## config.mk

```make
export PLATFORM = sky130hd
export DESIGN_NAME = task_watchdog_monitor_unit_flat
export DESIGN_NICKNAME = d
export VERILOG_FILES = /design/src/design/tdm_pkg.sv /design/src/design/tdm_if.sv /design/src/design/tdm_cfg_regs.sv /design/src/design/task_watchdog_monitor_unit.sv /design/src/flat_wrapper.sv
export SDC_FILE = /design/constraint.sdc
export NUM_CORES = 1
export LEC_CHECK = 0
export BUFFER_PORTS_ARGS = -buffer_cell sky130_fd_sc_hd__buf_4
export CAP_MARGIN = 20
export CORE_ASPECT_RATIO = 1.5
export CORE_UTILIZATION = 45
export DETAILED_ROUTE_END_ITERATION = 6
export PLACE_DENSITY = 0.62
export SYNTH_ARGS = -nofsm -noshare
export SYNTH_HDL_FRONTEND = slang
export SYNTH_SLANG_ARGS = --single-unit
```

## constraint.sdc

```tcl
create_clock -name clk -period 6.6 [get_ports clk]
set_clock_uncertainty 0.15 [all_clocks]
set_input_delay 0.99 -clock clk [delete_from_list [all_inputs] [get_ports clk]]
set_output_delay 0.99 -clock clk [all_outputs]
set_load 0.005 [all_outputs]
```

## src/design/tdm_pkg.sv

```systemverilog
// Package of the task watchdog monitor: sizes, command and slot state codes,
// the slot entry layout and the limit lookup record.
// No dependencies; every other design file refers to it by scoped names.
package tdm_pkg;

  localparam int NUM_TASKS      = 4;
  localparam int NUM_LIMIT_REGS = 4;
  localparam int SLOT_W         = (NUM_TASKS > 1) ? $clog2(NUM_TASKS) : 1;
  localparam int MEM_DEPTH      = 1 << SLOT_W;
  localparam int COUNT_W        = 16;
  localparam int CFG_IDX_W      = 3;
  localparam int CFG_DATA_W     = 16;

  // Configuration register indexes.
  localparam logic [CFG_IDX_W-1:0] CFG_LIMIT0   = 3'd0;
  localparam logic [CFG_IDX_W-1:0] CFG_RST_MASK = 3'd4;

  typedef enum logic [3:0] {
    CMD_INIT       = 4'd0,
    CMD_START_MON  = 4'd1,
    CMD_STOP_MON   = 4'd2,
    CMD_PAUSE      = 4'd3,
    CMD_UNPAUSE    = 4'd4,
    CMD_TICK       = 4'd5,
    CMD_START_WDG  = 4'd6,
    CMD_STOP_WDG   = 4'd7,
    CMD_FEED       = 4'd8,
    CMD_FEED_EXT   = 4'd9,
    CMD_SOFT_RESET = 4'd10
  } cmd_t;

  typedef enum logic [1:0] {
    ST_STOPPED = 2'd0,
    ST_STARTED = 2'd1,
    ST_PAUSED  = 2'd2
  } slot_state_t;

  typedef struct packed {
    slot_state_t        state;
    logic [COUNT_W-1:0] count;
  } entry_t;

  // Limit and reset enable of one slot, as seen by the scan.
  typedef struct packed {
    logic [COUNT_W-1:0] limit;
    logic               rst_en;
  } lookup_t;

endpackage

```

## src/design/tdm_if.sv

```systemverilog
// Handshake channels of the task watchdog monitor: command in, status out.
// Depends on tdm_pkg for the count width.
interface tdm_in_if;
  logic       valid;
  logic       ready;
  logic [3:0] command;
  logic [1:0] task_slot;

  modport source (output valid, command, task_slot, input ready);
  modport sink   (input valid, command, task_slot, output ready);
endinterface

interface tdm_out_if;
  logic                        valid;
  logic                        ready;
  logic                        feed_main;
  logic                        feed_external;
  logic                        hw_start;
  logic                        expired;
  logic [1:0]                  expired_slot;
  logic [tdm_pkg::COUNT_W-1:0] expired_count;
  logic                        reset_pending;
  logic                        halted;
  logic                        sw_reset_request;

  modport source (output valid, feed_main, feed_external, hw_start, expired, expired_slot,
                  expired_count, reset_pending, halted, sw_reset_request, input ready);
  modport sink   (input valid, feed_main, feed_external, hw_start, expired, expired_slot,
                  expired_count, reset_pending, halted, sw_reset_request, output ready);
endinterface

```

## src/design/tdm_cfg_regs.sv

```systemverilog
// Configuration registers of the task watchdog monitor (four slot limits and
// the reset enable mask) and the per-slot lookup used by the scan.
// Depends on tdm_pkg.
module tdm_cfg_regs (
  input  logic                            clk,
  input  logic                            rst,
  input  logic                            cfg_we,
  input  logic [tdm_pkg::CFG_IDX_W-1:0]   cfg_index,
  input  logic [tdm_pkg::CFG_DATA_W-1:0]  cfg_data,
  input  logic [tdm_pkg::SLOT_W-1:0]      lk_idx,
  output tdm_pkg::lookup_t                lk
);

  logic [tdm_pkg::COUNT_W-1:0]        limit [tdm_pkg::NUM_LIMIT_REGS];
  logic [tdm_pkg::NUM_LIMIT_REGS-1:0] rst_mask;

  always_ff @(posedge clk) begin
    if (rst) begin
      for (int k = 0; k < tdm_pkg::NUM_LIMIT_REGS; k++) begin
        limit[k] <= '1;
      end
      rst_mask <= '0;
    end else if (cfg_we) begin
      for (int k = 0; k < tdm_pkg::NUM_LIMIT_REGS; k++) begin
        if (cfg_index == tdm_pkg::CFG_LIMIT0 + tdm_pkg::CFG_IDX_W'(k)) begin
          limit[k] <= cfg_data[tdm_pkg::COUNT_W-1:0];
        end
      end
      if (cfg_index == tdm_pkg::CFG_RST_MASK) begin
        rst_mask <= cfg_data[tdm_pkg::NUM_LIMIT_REGS-1:0];
      end
    end
  end

  // Slots with no limit register of their own never expire and never reset.
  always_comb begin
    lk.limit  = '1;
    lk.rst_en = 1'b0;
    for (int k = 0; k < tdm_pkg::NUM_LIMIT_REGS; k++) begin
      if (32'(lk_idx) == 32'(k)) begin
        lk.limit  = limit[k];
        lk.rst_en = rst_mask[k];
      end
    end
  end

endmodule

```

## src/design/task_watchdog_monitor_unit.sv

```systemverilog
// Top level of the task watchdog monitor: command sequencer, slot state
// memory and result register. Depends on tdm_pkg, tdm_if and tdm_cfg_regs.
//
// Usage. Commands arrive as beats on in_ch (command, task_slot); every
// accepted beat produces exactly one status beat on out_ch, in order.
// Configuration (four slot limits, then the reset enable mask at index 4)
// is written through cfg_we / cfg_index / cfg_data while the block is idle.
//
// Flow. One command is in flight at a time. Commands that only touch flags
// go from acceptance straight to the result; slot commands pass through
// memory read, write back and result. A tick while armed walks the slot
// memory one entry per cycle and stops early when a slot expires. The next
// command is taken once the status beat is loaded, so a new command is
// accepted only after the previous one has finished.
//
// Reset. rst (synchronous, active high) stops every slot, clears all counts
// through per-entry valid bits, disarms the block, clears the pending and
// halted flags and restores the limits to 65535 and the mask to zero.
//
// Back-pressure. The status beat sits in an output register; the next
// command is accepted meanwhile and its result waits until out_ch drains.
module task_watchdog_monitor_unit (
  input  logic                           clk,
  input  logic                           rst,
  tdm_in_if.sink                         in_ch,
  tdm_out_if.source                      out_ch,
  input  logic                           cfg_we,
  input  logic [tdm_pkg::CFG_IDX_W-1:0]  cfg_index,
  input  logic [tdm_pkg::CFG_DATA_W-1:0] cfg_data
);

  typedef enum logic [3:0] {
    S_IDLE = 4'b0001,
    S_SLOT = 4'b0010,
    S_SCAN = 4'b0100,
    S_DONE = 4'b1000
  } fsm_t;

  fsm_t state;
  fsm_t accept_state_next;

  // Global flags.
  logic armed;
  logic pending_reset;
  logic stuck;

  // Command under work and the slot it addresses or the scan position.
  tdm_pkg::cmd_t               cmd_q;
  logic [tdm_pkg::SLOT_W-1:0]  cur_idx;

  // Result fields collected while the command runs.
  logic                        res_feed_main;
  logic                        res_feed_ext;
  logic                        res_hw_start;
  logic                        res_expired;
  logic [1:0]                  res_slot;
  logic [tdm_pkg::COUNT_W-1:0] res_count;
  logic                        res_sw_req;

  // Slot memory. Valid bits stand in for clearing: an entry whose state bit
  // is clear reads as stopped, one whose count bit is clear reads as zero.
  tdm_pkg::entry_t               mem [tdm_pkg::MEM_DEPTH];
  tdm_pkg::entry_t               rd_data;
  logic [tdm_pkg::SLOT_W-1:0]    rd_addr;
  logic                          mem_we;
  tdm_pkg::entry_t               mem_wdata;
  logic [tdm_pkg::MEM_DEPTH-1:0] st_vld;
  logic [tdm_pkg::MEM_DEPTH-1:0] cnt_vld;

  tdm_pkg::slot_state_t         ent_state;
  logic [tdm_pkg::COUNT_W-1:0]  ent_count;
  tdm_pkg::lookup_t             lk;

  logic                         in_fire;
  tdm_pkg::cmd_t                in_cmd;
  logic                         slot_ok;
  logic [tdm_pkg::COUNT_W-1:0]  cnt_inc;
  logic                         scan_started;
  logic                         scan_hit;
  logic                         scan_last;
  logic                         out_free;

  assign in_ch.ready = (state == S_IDLE);
  assign in_fire     = in_ch.valid && in_ch.ready;
  assign in_cmd      = tdm_pkg::cmd_t'(in_ch.command);
  assign slot_ok     = 32'(in_ch.task_slot) < tdm_pkg::NUM_TASKS;
  assign out_free    = !out_ch.valid || out_ch.ready;

  tdm_cfg_regs u_cfg (
    .clk       (clk),
    .rst       (rst),
    .cfg_we    (cfg_we),
    .cfg_index (cfg_index),
    .cfg_data  (cfg_data),
    .lk_idx    (cur_idx),
    .lk        (lk)
  );

  // The read address names the entry that comes under work next: at acceptance
  // it is the addressed slot (or slot zero for a tick), during the scan it
  // is the next slot, so reads and write-backs never meet on one entry.
  always_comb begin
    if (state == S_SCAN) begin
      rd_addr = cur_idx + tdm_pkg::SLOT_W'(1);
    end else if (in_cmd == tdm_pkg::CMD_TICK) begin
      rd_addr = '0;
    end else begin
      rd_addr = tdm_pkg::SLOT_W'(in_ch.task_slot);
    end
  end

  // Where an accepted command goes next: unless the block is halted, slot commands
  // visit the memory and an armed tick walks it; everything else reports at once.
  always_comb begin
    accept_state_next = S_DONE;
    if (!stuck) begin
      if (in_cmd inside {tdm_pkg::CMD_START_MON, tdm_pkg::CMD_STOP_MON,
                         tdm_pkg::CMD_PAUSE, tdm_pkg::CMD_UNPAUSE}) begin
        if (slot_ok) begin
          accept_state_next = S_SLOT;
        end
      end else if (in_cmd == tdm_pkg::CMD_TICK && armed) begin
        accept_state_next = S_SCAN;
      end
    end
  end

  always_ff @(posedge clk) begin
    rd_data <= mem[rd_addr];
    if (mem_we) begin
      mem[cur_idx] <= mem_wdata;
    end
  end

  assign ent_state    = st_vld[cur_idx] ? rd_data.state : tdm_pkg::ST_STOPPED;
  assign ent_count    = cnt_vld[cur_idx] ? rd_data.count : '0;
  assign cnt_inc      = ent_count + tdm_pkg::COUNT_W'(1);
  assign scan_started = (ent_state == tdm_pkg::ST_STARTED);
  assign scan_hit     = scan_started && (cnt_inc > lk.limit);
  assign scan_last    = (cur_idx == tdm_pkg::SLOT_W'(tdm_pkg::NUM_TASKS - 1));

  // Write-back of the entry under work.
  always_comb begin
    mem_we    = 1'b0;
    mem_wdata = '{state: ent_state, count: ent_count};
    if (state == S_SLOT) begin
      case (cmd_q)
        tdm_pkg::CMD_START_MON: begin
          mem_we    = (ent_state != tdm_pkg::ST_STARTED);
          mem_wdata = '{state: tdm_pkg::ST_STARTED, count: '0};
        end
        tdm_pkg::CMD_STOP_MON: begin
          mem_we    = (ent_state != tdm_pkg::ST_STOPPED);
          mem_wdata = '{state: tdm_pkg::ST_STOPPED, count: '0};
        end
        tdm_pkg::CMD_PAUSE: begin
          mem_we          = (ent_state == tdm_pkg::ST_STARTED);
          mem_wdata.state = tdm_pkg::ST_PAUSED;
        end
        tdm_pkg::CMD_UNPAUSE: begin
          mem_we          = (ent_state == tdm_pkg::ST_PAUSED);
          mem_wdata.state = tdm_pkg::ST_STARTED;
        end
        default: mem_we = 1'b0;
      endcase
    end else if (state == S_SCAN) begin
      mem_we          = scan_started;
      mem_wdata.count = cnt_inc;
    end
  end

  always_ff @(posedge clk) begin
    if (rst) begin
      state         <= S_IDLE;
      armed         <= 1'b0;
      pending_reset <= 1'b0;
      stuck         <= 1'b0;
      st_vld        <= '0;
      cnt_vld       <= '0;
      out_ch.valid  <= 1'b0;
    end else begin
      // A beat taken while the next one is being loaded is replaced below.
      if (out_ch.valid && out_ch.ready && state != S_DONE) begin
        out_ch.valid <= 1'b0;
      end
      if (mem_we) begin
        st_vld[cur_idx]  <= 1'b1;
        cnt_vld[cur_idx] <= 1'b1;
      end
      unique case (state)
        S_IDLE: begin
          if (in_fire) begin
            cmd_q         <= in_cmd;
            cur_idx       <= rd_addr;
            res_feed_main <= !stuck && armed && !pending_reset &&
                             (in_cmd == tdm_pkg::CMD_FEED);
            res_feed_ext  <= !stuck && armed && !pending_reset &&
                             (in_cmd == tdm_pkg::CMD_FEED_EXT);
            res_hw_start  <= !stuck && (in_cmd == tdm_pkg::CMD_START_WDG);
            res_expired   <= 1'b0;
            res_slot      <= '0;
            res_count     <= '0;
            res_sw_req    <= !stuck && (in_cmd == tdm_pkg::CMD_SOFT_RESET);
            state         <= accept_state_next;
            // A halted block ignores every command until reset.
            if (!stuck) begin
              unique case (in_cmd)
                tdm_pkg::CMD_INIT: begin
                  st_vld        <= '0;
                  cnt_vld       <= '0;
                  pending_reset <= 1'b0;
                  armed         <= 1'b0;
                end
                tdm_pkg::CMD_START_WDG: begin
                  cnt_vld <= '0;
                  armed   <= 1'b1;
                end
                tdm_pkg::CMD_STOP_WDG: begin
                  armed <= 1'b0;
                end
                tdm_pkg::CMD_FEED: begin
                  // Feeding an armed block with a reset pending halts it.
                  if (armed && pending_reset) begin
                    stuck <= 1'b1;
                  end
                end
                tdm_pkg::CMD_SOFT_RESET: begin
                  pending_reset <= 1'b1;
                end
                default: ;
              endcase
            end
          end
        end
        S_SLOT: begin
          state <= S_DONE;
        end
        S_SCAN: begin
          // The first expired slot ends the scan and decides the pending
          // flag; a scan that finds none clears it.
          if (scan_hit || scan_last) begin
            pending_reset <= scan_hit && lk.rst_en;
            if (scan_hit && lk.rst_en) begin
              stuck <= 1'b1;
            end else begin
              res_feed_main <= 1'b1;
            end
            res_expired <= scan_hit;
            if (scan_hit) begin
              res_slot  <= 2'(cur_idx);
              res_count <= cnt_inc;
            end
            state <= S_DONE;
          end else begin
            cur_idx <= cur_idx + tdm_pkg::SLOT_W'(1);
          end
        end
        S_DONE: begin
          if (out_free) begin
            out_ch.valid <= 1'b1;
            state        <= S_IDLE;
          end
        end
        default: state <= S_IDLE;
      endcase
    end
  end

  // Status beat payload, loaded together with out_ch.valid.
  always_ff @(posedge clk) begin
    if (state == S_DONE && out_free) begin
      out_ch.feed_main        <= res_feed_main;
      out_ch.feed_external    <= res_feed_ext;
      out_ch.hw_start         <= res_hw_start;
      out_ch.expired          <= res_expired;
      out_ch.expired_slot     <= res_slot;
      out_ch.expired_count    <= res_count;
      out_ch.reset_pending    <= pending_reset;
      out_ch.halted           <= stuck;
      out_ch.sw_reset_request <= res_sw_req;
    end
  end

`ifndef NO_ASSERTIONS
  // Once halted, only reset releases the block.
  a_halt_sticks: assert property (@(posedge clk) disable iff (rst) stuck |=> stuck)
    else $error("halted flag cleared without reset");

  // An expiry either feeds the watchdog or leaves a reset pending, never both.
  a_expiry_outcome: assert property (@(posedge clk) disable iff (rst)
    (out_ch.valid && out_ch.expired) |-> (out_ch.feed_main != out_ch.reset_pending))
    else $error("expiry result inconsistent with pending reset");

  // A beat that feeds the watchdog never reports a halted block.
  a_no_feed_halted: assert property (@(posedge clk) disable iff (rst)
    out_ch.valid |-> !(out_ch.feed_main && out_ch.halted))
    else $error("feed reported while halted");

  a_fsm_onehot: assert property (@(posedge clk) disable iff (rst) $onehot(state))
    else $error("sequencer state not one-hot");
`endif

endmodule

```

## src/flat_wrapper.sv

```systemverilog
// flat-port wrapper written by rule: the top's interface ports become plain ports
module task_watchdog_monitor_unit_flat 
  (clk, rst, cfg_we, cfg_index, cfg_data, in_ch_valid, in_ch_command, in_ch_task_slot, in_ch_ready, out_ch_valid, out_ch_feed_main, out_ch_feed_external, out_ch_hw_start, out_ch_expired, out_ch_expired_slot, out_ch_expired_count, out_ch_reset_pending, out_ch_halted, out_ch_sw_reset_request, out_ch_ready);
  tdm_in_if in_ch_i ();
  tdm_out_if out_ch_i ();
  input  logic clk;
  input  logic rst;
  input  logic cfg_we;
  input  logic [tdm_pkg::CFG_IDX_W-1:0] cfg_index;
  input  logic [tdm_pkg::CFG_DATA_W-1:0] cfg_data;
  input wire logic [$bits(in_ch_i.valid)-1:0] in_ch_valid;
  input wire logic [$bits(in_ch_i.command)-1:0] in_ch_command;
  input wire logic [$bits(in_ch_i.task_slot)-1:0] in_ch_task_slot;
  output wire logic [$bits(in_ch_i.ready)-1:0] in_ch_ready;
  output wire logic [$bits(out_ch_i.valid)-1:0] out_ch_valid;
  output wire logic [$bits(out_ch_i.feed_main)-1:0] out_ch_feed_main;
  output wire logic [$bits(out_ch_i.feed_external)-1:0] out_ch_feed_external;
  output wire logic [$bits(out_ch_i.hw_start)-1:0] out_ch_hw_start;
  output wire logic [$bits(out_ch_i.expired)-1:0] out_ch_expired;
  output wire logic [$bits(out_ch_i.expired_slot)-1:0] out_ch_expired_slot;
  output wire logic [$bits(out_ch_i.expired_count)-1:0] out_ch_expired_count;
  output wire logic [$bits(out_ch_i.reset_pending)-1:0] out_ch_reset_pending;
  output wire logic [$bits(out_ch_i.halted)-1:0] out_ch_halted;
  output wire logic [$bits(out_ch_i.sw_reset_request)-1:0] out_ch_sw_reset_request;
  input wire logic [$bits(out_ch_i.ready)-1:0] out_ch_ready;
  assign in_ch_i.valid = in_ch_valid;
  assign in_ch_i.command = in_ch_command;
  assign in_ch_i.task_slot = in_ch_task_slot;
  assign in_ch_ready = in_ch_i.ready;
  assign out_ch_valid = out_ch_i.valid;
  assign out_ch_feed_main = out_ch_i.feed_main;
  assign out_ch_feed_external = out_ch_i.feed_external;
  assign out_ch_hw_start = out_ch_i.hw_start;
  assign out_ch_expired = out_ch_i.expired;
  assign out_ch_expired_slot = out_ch_i.expired_slot;
  assign out_ch_expired_count = out_ch_i.expired_count;
  assign out_ch_reset_pending = out_ch_i.reset_pending;
  assign out_ch_halted = out_ch_i.halted;
  assign out_ch_sw_reset_request = out_ch_i.sw_reset_request;
  assign out_ch_i.ready = out_ch_ready;
  task_watchdog_monitor_unit u_core (.clk(clk), .rst(rst), .in_ch(in_ch_i), .out_ch(out_ch_i), .cfg_we(cfg_we), .cfg_index(cfg_index), .cfg_data(cfg_data));
endmodule
```

Word-level counts from Yosys, hierarchy flattened
Memory sizes are Yosys's and may differ from the RTL's. A register that Yosys moved wholly into a read port is not among the register bits.
Cells that the tools add are included.
{"block": "word_totals", "reg_bits": 74, "ramBits": 136, "output_inout_bits": 27, "word_cells": 217, "n_memories": 2}
{"name": "u_core.mem", "depth": 4, "width": 18, "read_ports": 1, "rd_ports_with_merged_regs": 1, "write_ports": 1, "line_no": "task_watchdog_monitor_unit.sv:62", "source": "tdm_pkg::entry_t mem [tdm_pkg::MEM_DEPTH];"}
{"name": "u_core.u_cfg.limit", "depth": 4, "width": 16, "read_ports": 4, "rd_ports_with_merged_regs": 0, "write_ports": 4, "line_no": "tdm_cfg_regs.sv:14", "source": "logic [tdm_pkg::COUNT_W-1:0] limit [tdm_pkg::NUM_LIMIT_REGS];"}
{"block": "classes", "addsub": 2, "order_cmp": 3, "n_eq_ne": 38, "mux": 97, "n_bitwise": 8, "n_reduce_logical": 41}
{"op": "$mux W16", "count": 11}
{"op": "$mux W17", "count": 4}
{"op": "$mux W4", "count": 16}
{"op": "$mux W1", "count": 42}
{"op": "$pmux W16 S2", "count": 1}
{"op": "$eq A4 B3 Y1 const B", "count": 6}
{"op": "$eq A4 B2 Y1 const B", "count": 5}
{"op": "$mux W2", "count": 9}
{"op": "$add A16 B1 Y16 const B", "count": 1}
{"op": "$eq A4 B4 Y1 const B", "count": 4}
{"op": "$gt A16 B16 Y1", "count": 1}
{"op": "$pmux W4 S4", "count": 1}
{"op": "$reduce_and A4 Y1", "count": 4}
{"op": "$logic_and A1 B1 Y1", "count": 15}
{"op": "$reduce_and A5 Y1", "count": 3}
{"op": "$eq A4 B1 Y1 const B", "count": 3}
{"op": "$ne A2 B2 Y1 const B", "count": 6}
{"op": "$pmux W1 S2", "count": 6}
{"op": "$or A4 B4 Y4", "count": 2}
{"op": "$pmux W2 S2", "count": 2}
{"op": "$reduce_or A2 Y1", "count": 4}
{"op": "$eq A2 B2 Y1 const B", "count": 3}
{"op": "$eq A3 B2 Y1 const B", "count": 2}
{"op": "$ne A2 B1 Y1 const B", "count": 3}
{"op": "other kinds (23)", "count": 35}

Depth between registers and ports, before layout
Gate-level depths: netlist of the first run.
{"block": "depth", "ltp_word": 11, "ltp_mapped": 16, "ltp_nobuf": 15}

Modules after synthesis
A second synthesis of the first run with hierarchy kept.
{"block": "unflattened", "hier_cells": 681, "hier_area_um2": 10044.6}
{"module": "task_watchdog_monitor_unit", "n_inst": 1, "cells_per_inst": 489, "area_each_um2": 6866.6, "seq_area_each_um2": 4464.3}
{"module": "tdm_cfg_regs", "n_inst": 1, "cells_per_inst": 192, "area_each_um2": 3178.0, "seq_area_each_um2": 2001.9}

Worst setup path after synthesis of the first run
No wires, ideal clock.
{"block": "synth_timing", "path_kind": "register -> register", "startpoint": "register u_core.cur_idx[0] (netlist bit)", "endpoint": "register u_core.res_count[0] (netlist bit), enable pin", "setup_ns": 0.399, "arrival_ns": 4.567, "setup_slack_ns": 1.484, "stages_incl_launch_ff": 17, "path_buffers": 1, "path_cell_list": "edfxtp_1 mux4_2 buf_4 nand2_1 inv_1 ha_1 nand2_1 nor3_1 nand4_1 xor2_1 nor2_1 ha_1 nand4_1 nor4_1 o21a_1 o31ai_2 a21oi_1"}
{"block": "synth_via", "word_cells_on_any_way": 22}
{"item": "start: declaration", "line_no": "task_watchdog_monitor_unit.sv:49", "source": "logic [tdm_pkg::SLOT_W-1:0] cur_idx;"}
{"item": "start signal: assignment", "line_no": "task_watchdog_monitor_unit.sv:194", "source": "cur_idx <= rd_addr;"}
{"item": "start signal: assignment", "line_no": "task_watchdog_monitor_unit.sv:255", "source": "cur_idx <= cur_idx + tdm_pkg::SLOT_W'(1);"}
{"item": "$bmux W1 S2 (*)", "line_no": "task_watchdog_monitor_unit.sv:136", "source": "assign ent_count = cnt_vld[cur_idx] ? rd_data.count : '0;"}
{"item": "$mux W1 (not written as such) (*)", "line_no": "task_watchdog_monitor_unit.sv:136"}
{"item": "$mux W16 (*)", "line_no": "task_watchdog_monitor_unit.sv:136"}
{"item": "$add A16 B1 Y16 (*)", "line_no": "task_watchdog_monitor_unit.sv:137", "source": "assign cnt_inc = ent_count + tdm_pkg::COUNT_W'(1);"}
{"item": "named net u_core.cnt_inc (one bit)", "line_no": "task_watchdog_monitor_unit.sv:77", "source": "logic [tdm_pkg::COUNT_W-1:0] cnt_inc;"}
{"item": "$gt A16 B16 Y1 (*)", "line_no": "task_watchdog_monitor_unit.sv:139", "source": "assign scan_hit = scan_started && (cnt_inc > lk.limit);"}
{"item": "$logic_and A1 B1 Y1 (*)", "line_no": "task_watchdog_monitor_unit.sv:139"}
{"item": "$logic_or A1 B1 Y1", "line_no": "task_watchdog_monitor_unit.sv:241", "source": "if (scan_hit || scan_last) begin"}
{"item": "$ne A2 B2 Y1 (no source line)"}
{"item": "$reduce_and A5 Y1 (no source line) (*)"}
{"item": "end signal: assignment", "line_no": "task_watchdog_monitor_unit.sv:251", "source": "res_count <= cnt_inc;"}
{"item": "end: declaration", "line_no": "task_watchdog_monitor_unit.sv:57", "source": "logic [tdm_pkg::COUNT_W-1:0] res_count;"}
The timed path passes the listed nets; every way through them passes the cells marked *. The select of a mux whose other input is x is not followed.
A chain may end at the register's enable or synchronous reset.

Final worst setup path of the first run
{"block": "layout_timing", "startpoint": "register u_core.cur_idx[0] (netlist bit)", "endpoint": "register u_core.res_count[15] (netlist bit), enable pin"}
The elaborated chain is that of the path after synthesis.

==> results of run 1 <==
[final timing paths]
kind	cells after the start	slack [ns]	endpoint
setup / recovery	16	1.44	u_core.res_count[15]$_SDFFCE_PN0P_
hold / removal	0	0.27	u_core.out_ch.hw_start$_DFFE_PP_
setup reg to reg	16	1.44	u_core.res_count[15]$_SDFFCE_PN0P_
hold reg to reg	0	0.27	u_core.out_ch.hw_start$_DFFE_PP_
[final cells by class]
| cell class | instances | area [um2] |
|---|---|---|
| tap | 272 | 340 |
| timing repair buffer | 67 | 523 |
| sequential | 228 | 6470 |
| fill | 1858 | 10300 |
| clock buffer | 31 | 626 |
| inverter | 12 | 45.0 |
| multi-input combinational | 469 | 3350 |
| clock inverter | 9 | 96.3 |
[report_power, final]
group          internal, mW  switching, mW
registers              1.60         0.0205
logic                0.0750          0.111
clock network         0.739          0.505
[registers in the layout, summed over array words and instances (netlist names), 4 cells and up]
| signal | cells |
|---|---|
| u_core.cmd_q | 4 |
| u_core.res_count | 16 |
| u_core.st_vld | 4 |
| u_core.cnt_vld | 4 |
| u_core.mem | 72 |
| u_core.u_cfg.rst_mask | 4 |
| u_core.state | 4 |
| u_core.rd_data | 18 |
| u_core.out_ch.expired_count | 16 |
| u_core.u_cfg.limit | 64 |
[cells by family (layout without fill, tap and decap cells)]
group / after synthesis / count (layout)
AOI/OAI and AO/OA: 125 / 125
adders and majority gates: 21 / 21
and+or+nand+nor: 258 / 258
muxes: 46 / 46
buffers and inverters: 44 / 119
DFF: 228 / 228
xor gates and xnor gates: 19 / 19
[critical path, delay by kind of cell (launching register included)]
| kind | cells | cell delay [ns] |
|---|---|---|
| AOI/OAI and AO/OA | 3 | 0.57 |
| buffers and inverters | 2 | 0.37 |
| xor gates and xnor gates | 1 | 0.26 |
| DFF | 1 | 0.55 |
| muxes | 1 | 0.56 |
| adders and majority gates | 2 | 0.57 |
| and+or+nand+nor | 7 | 1.79 |
[cell usage after synthesis (4+ instances only)]
cell type,n
or2_2,52
a21o_1,10
mux4_2,20
o21ai_0,27
o22ai_1,17
nor3_1,14
o21a_1,5
and3_1,5
edfxtp_1,190
and2_1,10
inv_1,8
nor2_1,44
ha_1,21
dfxtp_1,38
mux2i_1,23
buf_4,4
xor2_1,7
nor2b_1,15
o21ai_1,9
xnor2_1,12
a211oi_1,6
a21oi_1,25
nand4_1,7
nand2b_1,18
nand3_1,6
nand2_1,65
clkbuf_1,21
[per-layer routing]
metal | routed length (um) | part of all wire [%] | global-route usage [%] | vias up
met2 | 10900 | 51 | 34.3 | 147
met4 | 704 | 3.3 | 7.61 | 0
li1 | - | - | - | 2882
met5 | 0 | 0 | 0 | -
met1 | 8700 | 41 | 24.1 | 2944
met3 | 896 | 4.2 | 2.85 | 45
==> reports/metrics.cfg, run 1 <==
[outcome]
run_status=completed

[synthesis]
synthAdderAreaFrac_pct=2.63
yosysSeqAreaShare_pct=64.7
synth.distinct_cells=64
syn_area_per_cell_um2=13.5
synthArstFlopShare_pct=0
yosysTopAreaCellShare_pct=57.1
synth-edff-count=190
synth-compound-area-share_pct=8.03
netlist_instances=741
synth_flop_cell=edfxtp_1
yosys.area_share.simple_pct=13.9
synth_area_leaders=edfxtp_1 57%, dfxtp_1 7.6%, mux4_2 4.5%
syn-cell-area_mm2=0.0100
yosysWarnings=0
ys_ff_latch=228
synth_xor_area_share_pct=1.66
synth.largest_area_cell=edfxtp_1
synth_top_family_by_area=simple AND/OR/NAND/NOR gates
syn_nets=792
muxShareOfSynthArea_pct=7.18

[clock_network]
cts_root_buffer=clkbuf_16
clkLatencyLatePin_ns=0.50
cts_buffer_depth=3
numCtsBuffers=22
cts_tree=built
cts_hold_buf=0
post_cts_resized=0
clock-sinks=228
postCtsSetupRepairBufs=0
cts_htree_levels=1
clkTransAtPathRegs_ns=0.06

[placement]
place_ws_ns=1.42
placed_cell_area_mm2=0.0107
post-dp-hpwl_um=15000
portBuffers=56
dp.cells=1048
place_congestion=0.857

[floorplan]
placementRows=66
core_mm2=0.0217
die_area_mm2=0.0228
io_pins=57
start_util_pct=46.0
die_h_um=185
die_x_um=124

[global_route]
track_usage_pct=19.6
overflow=0
grt_max_degree=26
grt_pass1_wl_um=33900
antenna_found_initial=0
grt_pass1_vias=6218

[power]
p_leak_nw=3.75
finalPower_mw=3.05
max-vdd-ir-drop_mv=0.337
powerDensity_mw_per_mm2=267

[setup_path]
cp-startpoint=u_core.cur_idx[0]$_DFFE_PP_
startpoint_type=register
cpPeakStageDelay_ns=0.62
worstPathArrival_ns=5.20
critPathMaxFanout=18
cp.required_ns=6.63
crit_path_cell_trace=mux4_2, nand2_1, inv_1, ha_1, nand2_1, nor3_1, nand4_1, xor2_1, nor2_1, ha_1, nand4_1, nor4_1, o21a_1, o31ai_2, a21oi_2, buf_4
cp_slowest_cell=nor4_1
critPathKind=reg -> reg
r2r_start=u_core.cur_idx[0]$_DFFE_PP_
end_kind=register

[route]
dr.first_iter.drc_count=239
drc=0
postRouteAntennaNets=0
wire_per_inst_um=19.5
drt-vias-per-instance=5.53
via_count=6018
first_pass_iters=4
totalWireLength_um=21200

[timing]
drv_slew=0
tns_ns=0
setup_slack_ns=1.44
finalSetupViolations=0
holdWs_ns=0.267
maxSlewHeadroom_pct=31.8
fin_crit_sh_pct=78.3
finalCriticalPeriod_ns=5.16
worstMarginPinSlew_ns=1.02
clock.fmax_ghz=0.194
hold_viol=0
rsz0062_at_grt=no

[cells_and_area]
nNetsFinal=851
drive_gt1_share_pct=24.0
final_cell_mix=190 x edfxtp_1, 66 x buf_4, 65 x nand2_1, 52 x or2_2, 44 x nor2_1
fin_cells=1088
final_util_pct=52.7
final_common_cell=edfxtp_1
fin_area_mm2=0.0114
num_antenna_cells=0
syn_to_final_growth_pct=14.5

[hold_path]
hp-start=u_core.res_hw_start$_DFFE_PP_
hp-class=reg -> reg

[flow_run]
drv_cap=0

Power figures use the tool's default switching activity.
==> run 2: changes to the inputs <==
--- a/config.mk
+++ b/config.mk
@@ -10,7 +10,7 @@
 export CORE_ASPECT_RATIO = 1.5
 export CORE_UTILIZATION = 45
 export DETAILED_ROUTE_END_ITERATION = 6
-export PLACE_DENSITY = 0.62
+export PLACE_DENSITY = 0.64
 export SYNTH_ARGS = -nofsm -noshare
 export SYNTH_HDL_FRONTEND = slang
 export SYNTH_SLANG_ARGS = --single-unit
==> constraint.sdc (replaced) <==
create_clock -name clk -period 4.6 [get_ports clk]
set_clock_uncertainty 0.15 [all_clocks]
set_input_delay 0.69 -clock clk [delete_from_list [all_inputs] [get_ports clk]]
set_output_delay 0.69 -clock clk [all_outputs]
set_load 0.005 [all_outputs]
==> run 2 against run 1 <==
First-iteration DRC count increased by 46%; wire length decreased by 0.94%; critical path depth increased by 1; fmax increased by 22%; combinational power increased by 46%.
==> reports/metrics.cfg, run 2 (synthesized netlist as in run 1, its figures left out) <==
[global_route]
grt_pass1_wl_um=33100  ; was 33900 um
overflow=0  ; unchanged
grt_pass1_vias=6172  ; was 6218
track_usage_pct=19.3  ; was 19.6%
antenna_found_initial=0  ; unchanged
grt_max_degree=37  ; was 26

[setup_path]
critPathMaxFanout=5  ; was 18
cpPeakStageDelay_ns=0.44  ; was 0.62 ns
cp_slowest_cell=o31ai_2  ; was nor4_1
worstPathArrival_ns=4.33  ; was 5.20 ns
critPathKind=reg -> reg  ; unchanged
r2r_slack_ns=0.38  ; was 1.44 ns
worstSetupEndpoint=u_core.res_feed_main$_SDFFCE_PP1P_  ; was u_core.res_count[15]$_SDFFCE_PN0P_
cp.required_ns=4.71  ; was 6.63 ns
cp-startpoint=u_core.cur_idx[0]$_DFFE_PP_  ; unchanged
crit_path_cell_trace=mux4_2, nand2_1, inv_1, ha_1, nand2_1, nor3_2, nand4_1, xor2_1, nor2_1, ha_1, nand4_1, nor4_1, buf_4, o21a_1, o31ai_2, buf_4, mux2_4  ; was mux4_2, nand2_1, inv_1, ha_1, nand2_1, nor3_1, nand4_1, xor2_1, nor2_1, ha_1, nand4_1, nor4_1, o21a_1, o31ai_2, a21oi_2, buf_4
startpoint_type=register  ; unchanged
r2r-end=u_core.res_feed_main$_SDFFCE_PP1P_  ; was u_core.res_count[15]$_SDFFCE_PN0P_
r2r_start=u_core.cur_idx[0]$_DFFE_PP_  ; unchanged
end_kind=register  ; unchanged
cp_num_buf_inv=3  ; was 2
reg2reg_depth=17  ; was 16
worst-path-stages=17  ; was 16
cpLargestDelayFamily=simple AND/OR/NAND/NOR gates  ; unchanged

[clock_network]
clkLatencyLatePin_ns=0.50  ; about the same
cts_root_buffer=clkbuf_16  ; unchanged
postCtsSetupRepairBufs=0  ; unchanged
cts_tree=built  ; unchanged
cts_hold_buf=0  ; unchanged
clock-sinks=228  ; unchanged
cts_buffer_depth=3  ; unchanged
numCtsBuffers=22  ; unchanged
cts_htree_levels=1  ; unchanged
clkTransAtPathRegs_ns=0.06  ; about the same

[cells_and_area]
drive_gt1_share_pct=24.8  ; was 24.0%
regMostFlops=u_core.mem  ; unchanged
largest_register_ffs=72  ; unchanged
nNetsFinal=858  ; was 851
num_antenna_cells=0  ; unchanged
reg.largest.list=u_core.mem (72), u_core.u_cfg.limit (64), u_core.rd_data (18)  ; unchanged
fin_cells=1095  ; was 1088
multiInputGateArea_mm2=0.00336  ; was 0.00335 mm2
seq_area_mm2=0.00647  ; unchanged
final_common_cell=edfxtp_1  ; unchanged
syn_to_final_growth_pct=14.9  ; was 14.5%
final_cell_mix=190 x edfxtp_1, 73 x buf_4, 65 x nand2_1, 52 x or2_2, 44 x nor2_1  ; was 190 x edfxtp_1, 66 x buf_4, 65 x nand2_1, 52 x or2_2, 44 x nor2_1
fill_cells=1882  ; was 1858

[floorplan]
placementRows=66  ; unchanged
io_pins=57  ; unchanged
die_h_um=185  ; unchanged
start_util_pct=46.0  ; unchanged
die_area_mm2=0.0228  ; unchanged
core_mm2=0.0217  ; unchanged
die_x_um=124  ; unchanged

[timing]
tns_ns=0  ; unchanged
drv_slew=0  ; unchanged
rsz0062_at_grt=no  ; unchanged
hold_viol=0  ; unchanged
maxSlewHeadroom_pct=40.7  ; was 31.8%
fin_crit_sh_pct=91.7  ; was 78.3%
setup_slack_ns=0.381  ; was 1.44 ns
finalSetupViolations=0  ; unchanged
finalCriticalPeriod_ns=4.22  ; was 5.16 ns
clock.fmax_ghz=0.237  ; was 0.194 GHz
worstMarginPinSlew_ns=0.889  ; was 1.02 ns

[power]
max-vdd-ir-drop_mv=0.296  ; was 0.337 mV
finalPower_mw=4.37  ; was 3.05 mW
powerDensity_mw_per_mm2=380  ; was 267 mW/mm2
p_leak_nw=3.78  ; was 3.75 nW

[placement]
portBuffers=56  ; unchanged
place_ws_ns=0.329  ; was 1.42 ns
dp.cells=1055  ; was 1048
place_congestion=0.860  ; was 0.857
post-dp-hpwl_um=14800  ; was 15000 um

[route]
first_pass_iters=4  ; unchanged
totalWireLength_um=21000  ; was 21200 um
via_count=6005  ; was 6018
drc=0  ; unchanged
postRouteAntennaNets=0  ; unchanged
wire_per_inst_um=19.2  ; was 19.5 um
drt-vias-per-instance=5.48  ; was 5.53
dr.first_iter.drc_count=349  ; was 239

[hold_path]
hp-class=reg -> reg  ; unchanged

[flow_run]
drv_cap=0  ; unchanged

[outcome]
run_status=completed  ; unchanged

==> run 2: cell count changes in the layout (fill, tap and decap cells not counted), sizes merged <==
cell and change:
buf +7, clkinv +2, clkbuf -3, inv +1
==> run 2: report_power, final <==
part	total (mW)	internal, mW	switching (mW)
Combinational	0.271	0.109	0.163
Clock	1.77	1.03	0.740
Sequential	2.32	2.30	0.0258
==> run 2: worst min path at each step <==
stage	depth (start not counted)	endpoint	slack, ns	startpoint
final	0	u_core.out_ch.expired_count[13]$_DFFE_PP_	0.27	u_core.res_count[13]$_SDFFCE_PN0P_
after floorplan	0	u_core.out_ch.expired$_DFFE_PP_	0.25	u_core.res_expired$_SDFFCE_PN0P_
after detailed placement	0	u_core.out_ch.expired_count[13]$_DFFE_PP_	0.26	u_core.res_count[13]$_SDFFCE_PN0P_
after CTS	1	u_core.cmd_q[3]$_DFFE_PP_	0.26	in_ch_command[3]
after global placement	0	u_core.out_ch.sw_reset_request$_DFFE_PP_	0.26	u_core.res_sw_req$_DFFE_PP_
after global routing	1	u_core.cmd_q[3]$_DFFE_PP_	0.26	in_ch_command[3]
==> run 2: cell type report <==
cell class,instances,area share [%]
inverters,12,0.392
clock buffers,28,5.17
repair buffers,74,4.94
well taps,272,2.96
clock inverters,12,1.02
flip-flops and latches,228,56.3
multi-input cells,469,29.2
==> run 2: repair_timing <==
action                     4_1_cts  5_1_grt
gates resized for setup          0        1
setup endpoints to repair        0       19
hold endpoints to repair         0        0
==> run 2: worst register-to-register path, delay by kind of cell (launching register included) <==
family / cells / cell delay (ns)
adder cells (fa/ha/maj): 2 / 0.61
multiplexers: 2 / 0.69
buffers and inverters: 3 / 0.50
flip-flops: 1 / 0.41
AO/OA/AOI/OAI: 2 / 0.55
AND/OR/NAND/NOR: 7 / 0.82
XOR/XNOR: 1 / 0.26
==> run 2: routing by layer <==
| metal | up-vias | share of wire (%) | track usage [%] |
|---|---|---|---|
| li1 | 2903 | - | - |
| met1 | 2952 | 41 | 22.9 |
| met2 | 112 | 52 | 34.7 |
| met3 | 38 | 3.7 | 2.69 |
| met4 | 0 | 2.8 | 7.47 |
| met5 | - | 0 | 0 |
==> run 2: stage by stage <==
step | util [%] | instance area (um2) | hold WS (ns)
2_1_floorplan | - | 10000 | 0.250
3_3_place_gp | 49.6 | 10800 | 0.259
3_5_place_dp | 49.6 | 10800 | 0.255
4_1_cts | 52.9 | 11500 | 0.258
5_1_grt | 52.9 | 11500 | 0.260
6_report | 52.9 | 11500 | 0.270
==> run 3: changes to the inputs <==
--- a/config.mk
+++ b/config.mk
@@ -7,7 +7,7 @@
 export LEC_CHECK = 0
 export BUFFER_PORTS_ARGS = -buffer_cell sky130_fd_sc_hd__buf_4
 export CAP_MARGIN = 20
-export CORE_ASPECT_RATIO = 1.5
+export CORE_ASPECT_RATIO = 2
 export CORE_UTILIZATION = 45
 export DETAILED_ROUTE_END_ITERATION = 6
 export PLACE_DENSITY = 0.64
==> run 3 against run 2 <==
Combinational power rose by 3%; register-to-register slack worse by 0.09 ns; cell count unchanged; via count rose by 2.2%; flip-flop and latch count did not move; power is 0.47% lower; hold slack got worse by 0.0073 ns; fmax is 2.1% lower; sequential share of layout area increased by 0.086 points; highest routed layer unchanged.
==> reports/metrics.cfg, run 3 (synthesized netlist as in run 1, its figures left out) <==
[outcome]
run_status=completed  ; unchanged

[flow_run]
drv_cap=0  ; unchanged

[power]
p_leak_nw=3.77  ; was 3.78 nW
powerDensity_mw_per_mm2=379  ; was 380 mW/mm2
max-vdd-ir-drop_mv=0.317  ; was 0.296 mV

[timing]
maxSlewHeadroom_pct=31.0  ; was 40.7%
clock.fmax_ghz=0.232  ; was 0.237 GHz
drv_slew=0  ; unchanged
finalCriticalPeriod_ns=4.31  ; was 4.22 ns
holdWs_ns=0.263  ; was 0.270 ns
tns_ns=0  ; unchanged
fin_crit_sh_pct=93.7  ; was 91.7%
rsz0062_at_grt=no  ; unchanged
hold_viol=0  ; unchanged
finalSetupViolations=0  ; unchanged
worstMarginPinSlew_ns=1.03  ; was 0.889 ns

[floorplan]
io_pins=57  ; unchanged
die_h_um=213  ; was 185 um
start_util_pct=46.1  ; was 46.0%
core_mm2=0.0217  ; about the same
die_area_mm2=0.0229  ; was 0.0228 mm2
placementRows=76  ; was 66
die_x_um=107  ; was 124 um

[cells_and_area]
final_cell_mix=190 x edfxtp_1, 75 x buf_4, 65 x nand2_1, 52 x or2_2, 44 x nor2_1  ; was 190 x edfxtp_1, 73 x buf_4, 65 x nand2_1, 52 x or2_2, 44 x nor2_1
fill_cells=1833  ; was 1882
final_util_pct=52.9  ; about the same
largest_register_ffs=72  ; unchanged
nNetsFinal=859  ; was 858
drive_gt1_share_pct=25.2  ; was 24.8%
syn_to_final_growth_pct=14.8  ; was 14.9%
num_antenna_cells=0  ; unchanged
reg.largest.list=u_core.mem (72), u_core.u_cfg.limit (64), u_core.rd_data (18)  ; unchanged
final_common_cell=edfxtp_1  ; unchanged
regMostFlops=u_core.mem  ; unchanged

[route]
postRouteAntennaNets=0  ; unchanged
totalWireLength_um=22400  ; was 21000 um
first_pass_iters=5  ; was 4
dr.first_iter.drc_count=295  ; was 349
wire_per_inst_um=20.5  ; was 19.2 um
drt-vias-per-instance=5.61  ; was 5.48
via_count=6139  ; was 6005
drc=0  ; unchanged

[clock_network]
postCtsSetupRepairBufs=0  ; unchanged
clock-sinks=228  ; unchanged
cts_htree_levels=1  ; unchanged
cts_buffer_depth=3  ; unchanged
numCtsBuffers=21  ; was 22
clkTransAtPathRegs_ns=0.07  ; was 0.06 ns
cts_tree=built  ; unchanged
cts_hold_buf=0  ; unchanged
post_cts_resized=0  ; unchanged
cts_root_buffer=clkbuf_16  ; unchanged
clkLatencyLatePin_ns=0.51  ; was 0.50 ns

[setup_path]
cp.required_ns=4.73  ; was 4.71 ns
startpoint_type=register  ; unchanged
critPathMaxFanout=5  ; unchanged
reg2reg_depth=17  ; unchanged
critPathKind=reg -> reg  ; unchanged
worstPathArrival_ns=4.44  ; was 4.33 ns
end_kind=register  ; unchanged

[global_route]
grt_pass1_vias=6526  ; was 6172
grt_pass1_wl_um=35000  ; was 33100 um
overflow=0  ; unchanged
antenna_found_initial=0  ; unchanged
grt_max_degree=37  ; unchanged
track_usage_pct=20.5  ; was 19.3%

[hold_path]
hp-class=in -> reg  ; was reg -> reg
holdPathStages=1  ; was 0

[placement]
post-dp-hpwl_um=16100  ; was 14800 um
portBuffers=56  ; unchanged
place_congestion=0.898  ; was 0.860

[run 3: cell types whose count changed in the layout (fill, tap and decap cells not counted), sizes merged]
cell / before / now
buf: 74 / 76
clkbuf: 28 / 24
clkinvlp: 1 / 4
clkinv: 9 / 7
[run 3: cell type report]
type	instances	area, um2	share of cell area, %
Clock inverter	13	131	1.15
Multi-Input combinational cell	469	3350	29.2
Inverter	12	45.0	0.393
Timing Repair Buffer	76	578	5.04
Sequential cell	228	6470	56.4
Clock buffer	24	557	4.85
Tap cell	273	342	2.98
[run 3: metal layers]
layer / vias to the layer above / global-route usage, % / part of all wire, %
met1: 3023 / 20.7 / 35
li1: 2898 / - / -
met4: 0 / 11.6 / 5.0
met3: 59 / 1.80 / 3.1
met2: 159 / 40.1 / 56
met5: - / 0 / 0
[run 3: worst paths after layout]
kind	start	to	slack, ns
worst min register to register	u_core.res_feed_main$_SDFFCE_PP1P_	u_core.out_ch.feed_main$_DFFE_PP_	0.27
worst min-delay path	in_ch_command[3]	u_core.cmd_q[3]$_DFFE_PP_	0.26
worst max-delay path	u_core.cur_idx[0]$_DFFE_PP_	u_core.res_feed_main$_SDFFCE_PP1P_	0.29
worst max register to register	u_core.cur_idx[0]$_DFFE_PP_	u_core.res_feed_main$_SDFFCE_PP1P_	0.29
[run 3: through the flow]
stage | total power, mW | setup WS, ns | area, um2 | cells
2_1_floorplan | 2.53 | 0.0543 | 10000 | 741
3_3_place_gp | 2.64 | 0.441 | 10800 | 1057
3_5_place_dp | 2.65 | 0.366 | 10800 | 1058
4_1_cts | 4.37 | 0.334 | 11500 | 1095
5_1_grt | 4.46 | 0.0149 | 11500 | 1095
6_report | 4.34 | 0.290 | 11500 | 1095
[run 3: power breakdown]
group / switching (mW) / internal, mW
Clock: 0.755 / 0.988
Sequential: 0.0260 / 2.30
Combinational: 0.170 / 0.110
[run 3: worst max-delay path, cell delays in order, from the launching register on]
cell and delay (ns):
edfxtp_1 0.41, mux4_2 0.38, nand2_1 0.07, inv_1 0.10
ha_1 0.26, nand2_1 0.10, nor3_1 0.29, nand4_1 0.17
xor2_1 0.27, nor2_1 0.08, ha_1 0.33, nand4_1 0.14
nor4_1 0.08, buf_4 0.15, o21a_1 0.11, o31ai_2 0.42
buf_4 0.25, mux2_4 0.31
